<file path="config.mk">
export PLATFORM = sky130hd
export DESIGN_NAME = csv_record_tokenizer_top
export DESIGN_NICKNAME = d
export VERILOG_FILES = /design/src/rtl/core/csvtok_pkg.sv /design/src/rtl/core/csv_record_tokenizer_top.sv
export SDC_FILE = /design/constraint.sdc
export NUM_CORES = 1
export LEC_CHECK = 0
export BUFFER_PORTS_ARGS = -buffer_cell sky130_fd_sc_hd__buf_4
export CORE_MARGIN = 8
export CORE_UTILIZATION = 44
export CTS_CLUSTER_DIAMETER = 30
export DETAILED_ROUTE_END_ITERATION = 10
export GPL_TIMING_DRIVEN = 0
export HOLD_SLACK_MARGIN = 0.1
export PLACE_DENSITY_LB_ADDON = 0.05
export SLEW_MARGIN = 20
export SYNTH_ARGS = -nofsm -noshare
export SYNTH_HDL_FRONTEND = slang
export SYNTH_SLANG_ARGS = --single-unit
</file>
<file path="constraint.sdc">
create_clock -name aclk -period 2.81 [get_ports aclk]
set_clock_uncertainty 0.1 [all_clocks]
set_input_delay 0.562 -clock aclk [delete_from_list [all_inputs] [get_ports aclk]]
set_output_delay 0.562 -clock aclk [all_outputs]
set_load 0.01 [all_outputs]
</file>
<file path="src/rtl/core/csvtok_pkg.sv">
package csvtok_pkg;

    localparam logic [7:0] CH_CR      = 8'd13;
    localparam logic [7:0] CH_LF      = 8'd10;
    localparam logic [7:0] CH_QUOTE   = 8'd34;
    localparam logic [7:0] SEP_RESET  = 8'd44;

    localparam int         PADDR_W    = 3;
    localparam logic [0:0] REG_SEP    = 1'b0;

    localparam int         MAX_TOK    = 3;

    typedef enum logic [1:0] {
        KIND_CHAR       = 2'd0,
        KIND_FIELD_END  = 2'd1,
        KIND_RECORD_END = 2'd2,
        KIND_DISCARD    = 2'd3
    } kind_t;

    typedef enum logic [2:0] {
        Q_OUT  = 3'b001,
        Q_IN   = 3'b010,
        Q_PEND = 3'b100
    } qmode_t;

endpackage

</file>
<file path="src/rtl/core/csv_record_tokenizer_top.sv">
// CSV tokenizer with RFC 4180 style quoting. One text byte enters per request on the s_ side
// (s_tlast marks the final byte of the file); each byte gives zero to three tokens on the m_
// side: field characters, field ends, record ends and discard-field marks, m_tlast flagging
// the last token of a byte. A byte is registered on entry, decoded combinationally and its
// tokens fill a three-entry output buffer that drains one token per cycle while m_tready is
// high. Bytes yielding at most one token stream at one per clock while m_tready is high; a
// later byte waits until the last buffered token is taken. The field separator (reset ',') is
// written at APB address 0 by the user only while the stream is idle, unenforced by the block.
module csv_record_tokenizer_top
    import csvtok_pkg::*;
(
    input  logic               aclk,
    input  logic               aresetn,

    input  logic               s_tvalid,
    output logic               s_tready,
    input  logic [7:0]         s_tdata,    // [7:0] in_byte
    input  logic               s_tlast,    // end_of_text

    output logic               m_tvalid,
    input  logic               m_tready,
    output logic [7:0]         m_tdata,    // [7:0] out_byte
    output logic [1:0]         m_tuser,    // [1:0] kind
    output logic               m_tlast,    // last_of_run

    input  logic               psel,
    input  logic               penable,
    input  logic               pwrite,
    input  logic [PADDR_W-1:0] paddr,
    input  logic [31:0]        pwdata,
    output logic [31:0]        prdata,
    output logic               pready
);

    logic [7:0] sep_reg;

    logic       in_valid_reg;
    logic [7:0] in_byte_reg;
    logic       in_eot_reg;

    qmode_t     qmode_reg, qmode_next;
    logic       swallow_reg, swallow_next;
    logic       fhc_reg, fhc_next;
    logic       rhf_reg, rhf_next;

    kind_t      buf_kind_reg [MAX_TOK];
    logic [7:0] buf_byte_reg [MAX_TOK];
    logic [1:0] rem_reg;

    kind_t      tk_kind [MAX_TOK];
    logic [7:0] tk_byte [MAX_TOK];
    logic [1:0] tk_cnt;
    logic       quoted;

    logic       out_free;
    logic       proc;

    // config port
    assign pready = 1'b1;
    assign prdata = (paddr[PADDR_W-1] == REG_SEP) ? {24'd0, sep_reg} : 32'd0;

    always_ff @(posedge aclk) begin
        if (!aresetn) begin
            sep_reg <= SEP_RESET;
        end else if (psel && penable && pwrite && pready && paddr[PADDR_W-1] == REG_SEP) begin
            sep_reg <= pwdata[7:0];
        end
    end

    // handshake
    assign out_free = (rem_reg == 2'd0) || (rem_reg == 2'd1 && m_tready);
    assign proc     = in_valid_reg && out_free;
    assign s_tready = !in_valid_reg || proc;

    always_ff @(posedge aclk) begin
        if (!aresetn) begin
            in_valid_reg <= 1'b0;
        end else if (s_tready) begin
            in_valid_reg <= s_tvalid;
        end
    end

    always_ff @(posedge aclk) begin
        if (s_tvalid && s_tready) begin
            in_byte_reg <= s_tdata;
            in_eot_reg  <= s_tlast;
        end
    end

    // per-byte decode
    always_comb begin
        tk_kind      = '{default: KIND_CHAR};
        tk_byte      = '{default: 8'd0};
        tk_cnt       = 2'd0;
        qmode_next   = qmode_reg;
        swallow_next = 1'b0;
        fhc_next     = fhc_reg;
        rhf_next     = rhf_reg;
        quoted       = (qmode_reg == Q_IN);

        if (!(swallow_reg && in_byte_reg == CH_LF)) begin
            if (qmode_reg == Q_PEND && in_byte_reg == CH_QUOTE) begin
                // doubled quote inside quotes
                tk_kind[tk_cnt] = KIND_CHAR;
                tk_byte[tk_cnt] = CH_QUOTE;
                tk_cnt          = tk_cnt + 2'd1;
                fhc_next        = 1'b1;
                qmode_next      = Q_IN;
            end else if (!quoted && (in_byte_reg == CH_CR || in_byte_reg == CH_LF)) begin
                if (fhc_reg) begin
                    tk_kind[tk_cnt] = KIND_FIELD_END;
                    tk_cnt          = tk_cnt + 2'd1;
                end
                tk_kind[tk_cnt] = KIND_RECORD_END;
                tk_cnt          = tk_cnt + 2'd1;
                fhc_next        = 1'b0;
                rhf_next        = 1'b0;
                qmode_next      = Q_OUT;
                swallow_next    = 1'b1;
            end else if (in_byte_reg == CH_QUOTE) begin
                if (quoted) begin
                    qmode_next = Q_PEND;
                end else begin
                    qmode_next      = Q_IN;
                    tk_kind[tk_cnt] = KIND_DISCARD;
                    tk_cnt          = tk_cnt + 2'd1;
                    fhc_next        = 1'b0;
                end
            end else if (!quoted && in_byte_reg == sep_reg) begin
                tk_kind[tk_cnt] = KIND_FIELD_END;
                tk_cnt          = tk_cnt + 2'd1;
                rhf_next        = 1'b1;
                fhc_next        = 1'b0;
                qmode_next      = Q_OUT;
            end else begin
                tk_kind[tk_cnt] = KIND_CHAR;
                tk_byte[tk_cnt] = in_byte_reg;
                tk_cnt          = tk_cnt + 2'd1;
                fhc_next        = 1'b1;
                qmode_next      = quoted ? Q_IN : Q_OUT;
            end
        end

        // end of file: flush pending field and record, open quotes are dropped
        if (in_eot_reg) begin
            if (fhc_next) begin
                tk_kind[tk_cnt] = KIND_FIELD_END;
                tk_cnt          = tk_cnt + 2'd1;
                rhf_next        = 1'b1;
            end
            if (rhf_next) begin
                tk_kind[tk_cnt] = KIND_RECORD_END;
                tk_cnt          = tk_cnt + 2'd1;
            end
            qmode_next   = Q_OUT;
            swallow_next = 1'b0;
            fhc_next     = 1'b0;
            rhf_next     = 1'b0;
        end
    end

    always_ff @(posedge aclk) begin
        if (!aresetn) begin
            qmode_reg   <= Q_OUT;
            swallow_reg <= 1'b0;
            fhc_reg     <= 1'b0;
            rhf_reg     <= 1'b0;
        end else if (proc) begin
            qmode_reg   <= qmode_next;
            swallow_reg <= swallow_next;
            fhc_reg     <= fhc_next;
            rhf_reg     <= rhf_next;
        end
    end

    // token buffer, head at entry 0
    always_ff @(posedge aclk) begin
        if (!aresetn) begin
            rem_reg <= 2'd0;
        end else if (proc) begin
            rem_reg <= tk_cnt;
        end else if (m_tvalid && m_tready) begin
            rem_reg <= rem_reg - 2'd1;
        end
    end

    always_ff @(posedge aclk) begin
        if (proc) begin
            buf_kind_reg <= tk_kind;
            buf_byte_reg <= tk_byte;
        end else if (m_tvalid && m_tready) begin
            for (int i = 0; i < MAX_TOK - 1; i++) begin
                buf_kind_reg[i] <= buf_kind_reg[i+1];
                buf_byte_reg[i] <= buf_byte_reg[i+1];
            end
        end
    end

    assign m_tvalid = (rem_reg != 2'd0);
    assign m_tlast  = (rem_reg == 2'd1);
    assign m_tuser  = buf_kind_reg[0];
    assign m_tdata  = buf_byte_reg[0];

endmodule

</file>
==> metrics.csv, run 1 <==
stage,metric,value,unit
setup_path,"Data arrival, critical path",2.72,ns
routing,remaining antenna violation count after routing,0,
logic_synthesis,Synth Cell Area,2390,um2
routing,via count,1880,
sta,worst-margin pin slew,0.728,ns
die,DIE AREA,8060,um2
routing,Residual DRC,0,
sta,Final period util,98.5,%
finish,"commonest cells after routing, fill and taps aside","buf_4 (82), nand2_1 (25), conb_1 (25), edfxtp_1 (23), a21oi_1 (18)",
logic_synthesis,Syn Inst Count,245,
global_route,global-route wire length before repair,9040,um
finish,Post-Layout Cell Count,405,
clock_tree,Worst-Skew Late Latency,0.29,ns
die,Core Area,5370,um2
sta,crit path time final,2.77,ns
sta,Fmax,0.361,GHz
logic_synthesis,synth unique cells,54,
die,Initial Util,44.6,%
finish,Fillers,504,
finish,register cell area after layout,1030,um2
hold_path,worst min-delay path class,in2reg,
setup_path,WP data required,2.77,ns
sta,Slew headroom,51.1,%
logic_synthesis,Synth Area per Inst,9.77,um2
sta,RSZ-0062 raised after global routing,yes,
clock_tree,htree depth,2,
clock_tree,Sink Count,40,
clock_tree,Clock Path Buffers,2,
clock_tree,CTS tree,yes,
logic_synthesis,yosys warns,0,
global_route,Global Route Usage Sum,13.4,%
die,io pins,97,
setup_path,CP Launch Type,register,
routing,WL/cell,13.2,um
clock_tree,"Reg clk slew, reported paths",0.08,ns
routing,routed vias/inst,4.64,
power_and_ir_drop,Pwr Density,596,nW/um2
die,row count,27,
die,Die Wd,89.8,um
global_route,vias in the first global route,1935,
logic_synthesis,Synth Register Bits,40,
status,outcome,completed,
routing,drt first pass iters,4,
setup_path,CP Capture Type,register,
placement,Detail Placement HPWL,4000,um
placement,GP Congestion,0.817,
sta,Final Max Slew Viols,0,
logic_synthesis,number of flops mapped to enable cells by yosys,23,
setup_path,FF-to-FF path depth,12,
logic_synthesis,Synth Flop Type,edfxtp_1,
finish,fraction of layout cells with a size suffix above 1,34.8,%
routing,drt total wl,5350,um
die,DIE HEIGHT,89.8,um
sta,Setup Viol. Count Final,0,
setup_path,crit path kind,reg2reg,
finish,"commonest non-fill, non-tap cell in the layout",buf_4,
finish,Final nets,392,
global_route,grt ovf,0,
clock_tree,Root Driver,clkbuf_8,
flow_run,max_cap viols,0,
clock_tree,CTS Buf Count,5,
finish,Layout area overhead,32.5,%
setup_path,Reg-to-Reg Start,in_byte_reg[2],
sta,Final Hold Vio Count,0,
routing,DR iter-0 viols,128,
sta,setup TNS,0,ns
finish,Antenna Cells,0,
global_route,largest net degree at the start of global routing,15,
setup_path,reg-to-reg endpoint,m_tuser[0],
clock_tree,hold_buf cts,0,
placement,placed insts,385,
placement,# port buffers,45,
power_and_ir_drop,worst vdd ir,0.000419,V
logic_synthesis,"FFs w/ async S/R, synth",0,%
finish,area of the multi-input gates,1210,um2
power_and_ir_drop,P_leak,1.43,nW
global_route,initial antenna violation count,0,
setup_path,r2r setup slk,0.04,ns
setup_path,maximum fanout along the worst path,5,
hold_path,hold path cells,1,
setup_path,critical path launch point,in_byte_reg[2],
setup_path,critical path endpoint,m_tuser[0],
logic_synthesis,sequential area share after synthesis,43.1,%
kinds of logic (layout without fill, tap and decap cells):
group	after synthesis	after routing	synth area share [%]
compound gates	45	45	13.7
fa+ha+maj	9	9	4.70
simple gates	94	94	22.6
xor+xnor	9	9	3.29
flops	40	40	43.1
buf+inv	44	109	11.4
mux	2	2	0.836
other cells	2	25	0.314
per-layer routing:
metal / wire length [um] / GRT usage (%) / vias up
met3: 464 / 5.90 / 6
met4: 63 / 4.51 / 0
li1: - / - / 973
met2: 2410 / 20.7 / 67
met5: 0 / 0 / -
met1: 2410 / 16.0 / 834
cells in the mapped netlist (4+ instances only):
master / n / share of area (%)
buf_4: 27 / 8.5
o21ai_0: 4 / 0.84
nand3_1: 7 / 1.5
xor2_1: 9 / 3.3
dfxtp_1: 17 / 14
inv_1: 11 / 1.7
nor2b_1: 11 / 2.9
clkbuf_1: 4 / 0.63
edfxtp_1: 23 / 29
nor2_1: 15 / 2.4
nand2_1: 25 / 3.9
and2_1: 9 / 2.4
ha_1: 9 / 4.7
nor3_1: 4 / 0.84
nand2b_1: 5 / 1.3
a21oi_1: 18 / 3.8
timing repair:
action	CTS	global route
gates cloned	0	0
pin swaps	4	10
setup endpoints to repair	7	7
gates resized for setup	3	8
buffers inserted	5	7
worst max-delay path, cell delays in order (launching register included):
cell	delay (ns)
edfxtp_1	0.45
buf_6	0.15
and3b_2	0.21
o211a_4	0.27
nand2_8	0.09
mux2i_1	0.22
o21ai_2	0.09
ha_1	0.28
nor2_1	0.05
nor2_2	0.17
ha_2	0.19
a21oi_2	0.06
a22o_1	0.18
through the flow:
stage	hold WS (ns)	utilization [%]	total power [mW]	area (um2)	setup slack, ns
detailed placement	0.374	54.1	1.41	2910	-0.209
global placement	0.373	54.1	1.40	2910	-0.217
global route	0.323	59.0	2.01	3170	-0.0747
finish	0.340	59.0	1.89	3170	0.0435
floorplan	0.356	-	1.18	2480	0.150
CTS	0.331	57.3	1.90	3080	-0.0195
worst min path at each step:
stage | from | end
3_3_place_gp | sep_reg[4] | sep_reg[4]
3_5_place_dp | sep_reg[4] | sep_reg[4]
2_1_floorplan | sep_reg[0] | sep_reg[0]
5_1_grt | s_tdata[2] | in_byte_reg[2]
4_1_cts | s_tdata[2] | in_byte_reg[2]
6_report | s_tdata[7] | in_byte_reg[7]
report_power, final:
group / switching (mW) / internal (mW) / total (mW)
sequential: 0.0555 / 0.765 / 0.821
combinational: 0.314 / 0.277 / 0.591
clock: 0.211 / 0.268 / 0.479
total: 0.581 / 1.31 / 1.89
layout make-up:
| cell class | count | area share, % |
|---|---|---|
| timing repair buffer | 57 | 14.0 |
| clock inverter | 3 | 1.50 |
| inverter | 12 | 1.42 |
| clock buffer | 5 | 2.17 |
| tap | 72 | 2.84 |
| multi-input combinational | 184 | 38.3 |
| sequential | 40 | 32.5 |
| buffer | 32 | 7.22 |
No activity file was read; power rests on OpenSTA's default activity.
==> run 2, diff against run 1 <==
CORE_UTILIZATION = 51   (was 44)
clock period = 3.2 ns   (was 2.81 ns; I/O delays follow)
==> run 2 against run 1 <==
  * Fmax down 7.7%
  * Highest routed layer unchanged
  * Largest power group unchanged
  * Global-route usage up 0.99 points
  * Critical path type unchanged
  * First-iteration DRC count down 38%
  * Critical path depth down 1
  * Count of clock-buffer cells in the layout up 1
==> metrics.csv, run 2 (synthesis results as in run 1) <==
stage,metric,value,unit,change
placement,Detail Placement HPWL,4090,um,+2.3%
clock_tree,CTS tree,yes,,
sta,setup TNS,0,ns,unchanged
global_route,grt ovf,0,,unchanged
setup_path,CP Capture Type,register,,
die,Die Wd,84.5,um,-5.8%
sta,Slew headroom,57.3,%,+6.1 points
sta,crit path time final,3.00,ns,+0.232 ns
clock_tree,Clock Path Buffers,2,,unchanged
routing,Residual DRC,0,,unchanged
die,DIE HEIGHT,84.5,um,-5.8%
hold_path,hold path cells,2,,+1
routing,WL/cell,13.5,um,+2.6%
hold_path,worst min-delay path class,reg2reg,,
setup_path,r2r setup slk,0.20,ns,+0.16 ns
power_and_ir_drop,Total Power,1.62,mW,-14%
setup_path,reg-to-reg endpoint,buf_kind_reg[2],,
die,Initial Util,51.7,%,+7.1 points
setup_path,CP Launch Type,register,,
clock_tree,Root Driver,clkbuf_8,,
finish,Layout Utilization,65.0,%,+5.9 points
routing,DR iter-0 viols,80,,-38%
power_and_ir_drop,Pwr Density,540,nW/um2,-9.4%
clock_tree,Worst-Skew Late Latency,0.29,ns,about the same
clock_tree,hold_buf cts,0,,unchanged
setup_path,Reg-to-Reg Start,in_byte_reg[0],,
global_route,global-route wire length before repair,8440,um,-6.6%
sta,Fmax,0.334,GHz,-7.7%
setup_path,WP data required,3.20,ns,+0.43 ns
global_route,initial antenna violation count,0,,unchanged
finish,fraction of layout cells with a size suffix above 1,29.7,%,-5.1 points
routing,drt total wl,5110,um,-4.5%
setup_path,critical path launch point,in_byte_reg[0],,
clock_tree,"Gates resized, CTS repair",0,,-3
clock_tree,post-CTS setup buffers,0,,-5
sta,Final period util,93.7,%,-4.8 points
routing,via count,1836,,-2.3%
die,DIE AREA,7140,um2,-11%
status,outcome,completed,,
finish,"commonest non-fill, non-tap cell in the layout",buf_4,,
global_route,vias in the first global route,1803,,-6.8%
setup_path,FF-to-FF path depth,11,,-1
global_route,Global Route Usage Sum,14.4,%,+0.99 points
sta,RSZ-0062 raised after global routing,no,,
sta,Final Max Slew Viols,0,,unchanged
die,row count,25,,-7.4%
clock_tree,Sink Count,40,,unchanged
setup_path,maximum fanout along the worst path,5,,unchanged
placement,# port buffers,45,,unchanged
sta,worst-margin pin slew,0.636,ns,-0.0915 ns
sta,Setup Viol. Count Final,0,,unchanged
routing,routed vias/inst,4.87,,+4.9%
finish,Antenna Cells,0,,unchanged
setup_path,crit path kind,reg2reg,,
routing,drt first pass iters,4,,unchanged
clock_tree,htree depth,2,,unchanged
routing,remaining antenna violation count after routing,0,,unchanged
sta,worst hold slack,0.391,ns,+0.0513 ns
sta,Final Hold Vio Count,0,,unchanged
finish,Final nets,382,,-2.6%
finish,area of the multi-input gates,1170,um2,-3.3%
finish,"commonest cells after routing, fill and taps aside","buf_4 (74), nand2_1 (25), conb_1 (25), edfxtp_1 (23), a21oi_1 (18)",,
finish,register cell area after layout,1030,um2,unchanged
die,Core Area,4630,um2,-14%
setup_path,"Data arrival, critical path",3.00,ns,+0.28 ns
hold_path,hold path startpoint,sep_reg[0],,
finish,Layout area overhead,25.7,%,
hold_path,hold path endpoint,sep_reg[0],,
flow_run,max_cap viols,0,,unchanged
placement,GP Congestion,0.853,,+4.3%
clock_tree,CTS Buf Count,5,,unchanged
power_and_ir_drop,P_leak,1.39,nW,-3.2%
power_and_ir_drop,worst vdd ir,0.000430,V,+2.7%
clock_tree,"Reg clk slew, reported paths",0.08,ns,about the same
die,io pins,97,,unchanged
finish,Fillers,408,,-19%
global_route,largest net degree at the start of global routing,13,,-2
==> run 2: cell types whose count changed in the layout (fill, tap and decap cells not counted), sizes merged <==
cell / before / now
clkinv: 3 / 2
buf: 85 / 75
clkbuf: 9 / 10
==> run 2: metrics by stage <==
step	std cells	worst slack [ns]	cell area [um2]
2_1_floorplan	268	0.540	2480
3_3_place_gp	367	0.193	2890
6_report	377	0.202	3010
3_5_place_dp	367	0.148	2890
5_1_grt	377	0.0206	3010
4_1_cts	375	0.0980	2990
==> run 2: final cells by class <==
type | count | share of cell area (%)
clock buffer | 6 | 2.41
buffer | 32 | 7.61
inverter | 12 | 1.50
clock inverter | 2 | 1.16
timing repair buffer | 47 | 11.7
multi-input combinational | 184 | 39.1
tap | 54 | 2.25
sequential | 40 | 34.3
==> run 2: how the worst max path moves through the flow <==
stage	endpoint	slack, ns	cells after the start
floorplan	buf_kind_reg[2]	0.54	11
global placement	buf_kind_reg[2]	0.19	11
detailed placement	buf_kind_reg[2]	0.15	11
CTS	buf_kind_reg[2]	0.1	11
global route	buf_kind_reg[2]	0.02	11
finish	buf_kind_reg[2]	0.20	11
==> run 2: routing by layer <==
metal	share of wire, %	global-route usage (%)	up-vias
met5	0	0	-
met4	1.0	4.05	0
met3	7.8	5.66	6
li1	-	-	948
met1	46	17.8	821
met2	45	22.4	61
==> run 2: critical path: stages, from the launching register on <==
cell and delay [ns]:
edfxtp_1 0.49, nor3b_4 0.32, nand3_1 0.18, inv_1 0.16, ha_1 0.22, mux2i_1 0.10
o21ai_2 0.22, ha_1 0.26, nor2_1 0.11, nor2_1 0.08, ha_1 0.21, o41ai_1 0.34
==> run 2: report_power, final <==
group          internal, mW  switching (mW)
clock network         0.231           0.170
registers             0.672          0.0503
logic                 0.231           0.269
total                  1.13           0.490
==> run 3, diff against run 2 <==
MAX_ROUTING_LAYER = met4   (was not set)
==> run 3 against run 2 <==
  * Hold slack worse by 0.00051 ns
  * Clock power down 14%
  * Sequential cell count is the same
  * Global-route usage grew 1.2 points
  * Critical path depth did not move
  * Wire length rose by 3.3%
  * Non-clock buffer count grew 1
  * Count of clock-buffer cells in the layout increased by 2
  * Cell count rose by 0.27%
  * Critical endpoint unchanged
==> metrics.csv, run 3 (synthesis results as in run 1) <==
stage,metric,value,unit,change
status,outcome,completed,,
finish,Layout area overhead,25.2,%,
die,DIE AREA,7140,um2,unchanged
global_route,grt ovf,0,,unchanged
hold_path,worst min-delay path class,reg2reg,,
routing,remaining antenna violation count after routing,0,,unchanged
clock_tree,CTS Buf Count,5,,unchanged
routing,WL/cell,14.0,um,+3.0%
hold_path,hold path cells,2,,unchanged
routing,drt first pass iters,4,,unchanged
sta,Final period util,94.4,%,+0.71 points
sta,Fmax,0.331,GHz,-0.75%
clock_tree,CTS tree,yes,,
setup_path,CP Launch Type,register,,
clock_tree,Clock Path Buffers,2,,unchanged
power_and_ir_drop,Comb power frac,32.1,%,+1.3 points
finish,"commonest cells after routing, fill and taps aside","buf_4 (75), nand2_1 (25), conb_1 (25), edfxtp_1 (23), a21oi_1 (18)",,
global_route,initial antenna violation count,0,,unchanged
flow_run,max_cap viols,0,,unchanged
power_and_ir_drop,P_int,1.08,mW,-4.7%
routing,WL met1,2370,um,+1.2%
sta,crit path time final,3.02,ns,+0.0227 ns
clock_tree,hold_buf cts,0,,unchanged
power_and_ir_drop,Sw Pwr,0.494,mW,+0.82%
routing,routed vias/inst,4.97,,+2.1%
clock_tree,Worst-Skew Late Latency,0.29,ns,about the same
global_route,largest net degree at the start of global routing,13,,unchanged
placement,GP Congestion,0.857,,+0.55%
global_route,Global Route Usage Sum,15.5,%,+1.2 points
setup_path,FF-to-FF path depth,11,,unchanged
routing,highest metal used,met4,,
power_and_ir_drop,sw frac,31.3,%,+1.2 points
sta,RSZ-0062 raised after global routing,no,,
clock_tree,Root Driver,clkbuf_8,,
finish,Antenna Cells,0,,unchanged
finish,"commonest non-fill, non-tap cell in the layout",buf_4,,
sta,Setup Viol. Count Final,0,,unchanged
routing,WL met2,2440,um,+5.4%
sta,worst hold slack,0.391,ns,-0.000510 ns
placement,Detail Placement HPWL,4170,um,+2.0%
clock_tree,Sink Count,40,,unchanged
setup_path,"Data arrival, critical path",3.01,ns,about the same
sta,Final Max Slew Viols,0,,unchanged
routing,Residual DRC,0,,unchanged
routing,DR WL met3,391,um,-1.3%
die,Core Area,4630,um2,unchanged
power_and_ir_drop,Clock Power Share,21.9,%,-2.8 points
finish,fraction of layout cells with a size suffix above 1,29.6,%,-0.092 points
die,Die Wd,84.5,um,unchanged
sta,Slew headroom,53.6,%,-3.6 points
sta,setup TNS,0,ns,unchanged
die,row count,25,,unchanged
clock_tree,"Reg clk slew, reported paths",0.07,ns,about the same
global_route,vias in the first global route,1876,,+4.0%
power_and_ir_drop,worst vdd ir,0.000347,V,-19%
routing,drt total wl,5270,um,+3.3%
routing,via count,1880,,+2.4%
power_and_ir_drop,Pwr Density,525,nW/um2,-2.7%
global_route,global-route wire length before repair,8810,um,+4.4%
clock_tree,htree depth,2,,unchanged
setup_path,crit path kind,reg2reg,,
die,Initial Util,51.7,%,unchanged
setup_path,CP Capture Type,register,,
power_and_ir_drop,Total Power,1.58,mW,-3.0%
setup_path,maximum fanout along the worst path,5,,unchanged
finish,area of the multi-input gates,1170,um2,unchanged
power_and_ir_drop,Seq pwr share,46.0,%,+1.5 points
die,DIE HEIGHT,84.5,um,unchanged
sta,worst-margin pin slew,0.690,ns,+0.0540 ns
finish,register cell area after layout,1030,um2,unchanged
finish,Fillers,415,,+1.7%
setup_path,WP data required,3.19,ns,about the same
finish,Layout Utilization,64.8,%,-0.22 points
die,io pins,97,,unchanged
sta,Final Hold Vio Count,0,,unchanged
placement,# port buffers,45,,unchanged
finish,Final nets,383,,+0.26%
power_and_ir_drop,P_leak,1.38,nW,-0.35%
routing,DR iter-0 viols,91,,+14%
[run 3: metal layers]
metal  up-vias  global-route usage [%]
met5         -                       -
met4         0                    6.96
met3         5                    5.37
met2        67                    23.2
met1       854                    18.5
li1        954                       -
[run 3: worst paths after layout]
kind             startpoint               to  slack (ns)
max reg2reg  in_byte_reg[0]  buf_kind_reg[2]        0.18
max          in_byte_reg[0]  buf_kind_reg[2]        0.18
min reg2reg      sep_reg[0]       sep_reg[0]        0.39
min              sep_reg[0]       sep_reg[0]        0.39
[run 3: critical path, stage by stage (launching register included)]
cell	delay, ns
edfxtp_1	0.46
nor3b_4	0.31
nand3_1	0.21
inv_1	0.17
ha_1	0.23
mux2i_1	0.11
o21ai_2	0.19
ha_1	0.25
nor2_1	0.10
nor2_1	0.08
ha_1	0.21
o41ai_1	0.40
[run 3: layout make-up]
cell class                      instances  area share, %
Multi-Input combinational cell        184           39.2
Sequential cell                        40           34.4
Inverter                               12           1.50
Buffer                                 32           7.64
Timing Repair Buffer                   48           12.0
Clock buffer                            8           3.01
Tap cell                               54           2.25
[run 3: repair_timing]
action / 4_1_cts / 5_1_grt
endpoints found under the setup margin: 1 / 1
pin swaps: 1 / 1
setup buffers: 1 / 2
endpoints found under the hold margin: 0 / 0
gates resized for setup: 0 / 0
[run 3: metrics by stage]
step	cell area (um2)	setup WS [ns]	instances
floorplan	2480	0.540	268
global placement	2890	0.170	367
finish	3000	0.179	378
CTS	2980	0.120	376
detailed placement	2890	0.0319	367
global route	3000	0.00114	378
[run 3: power groups by stage]
stage	clock, mW	combinational, mW	sequential (mW)
floorplan	0	0.297	0.743
global placement	0	0.495	0.732
detailed placement	0	0.503	0.737
CTS	0.355	0.506	0.726
global route	0.372	0.560	0.736
finish	0.345	0.505	0.725
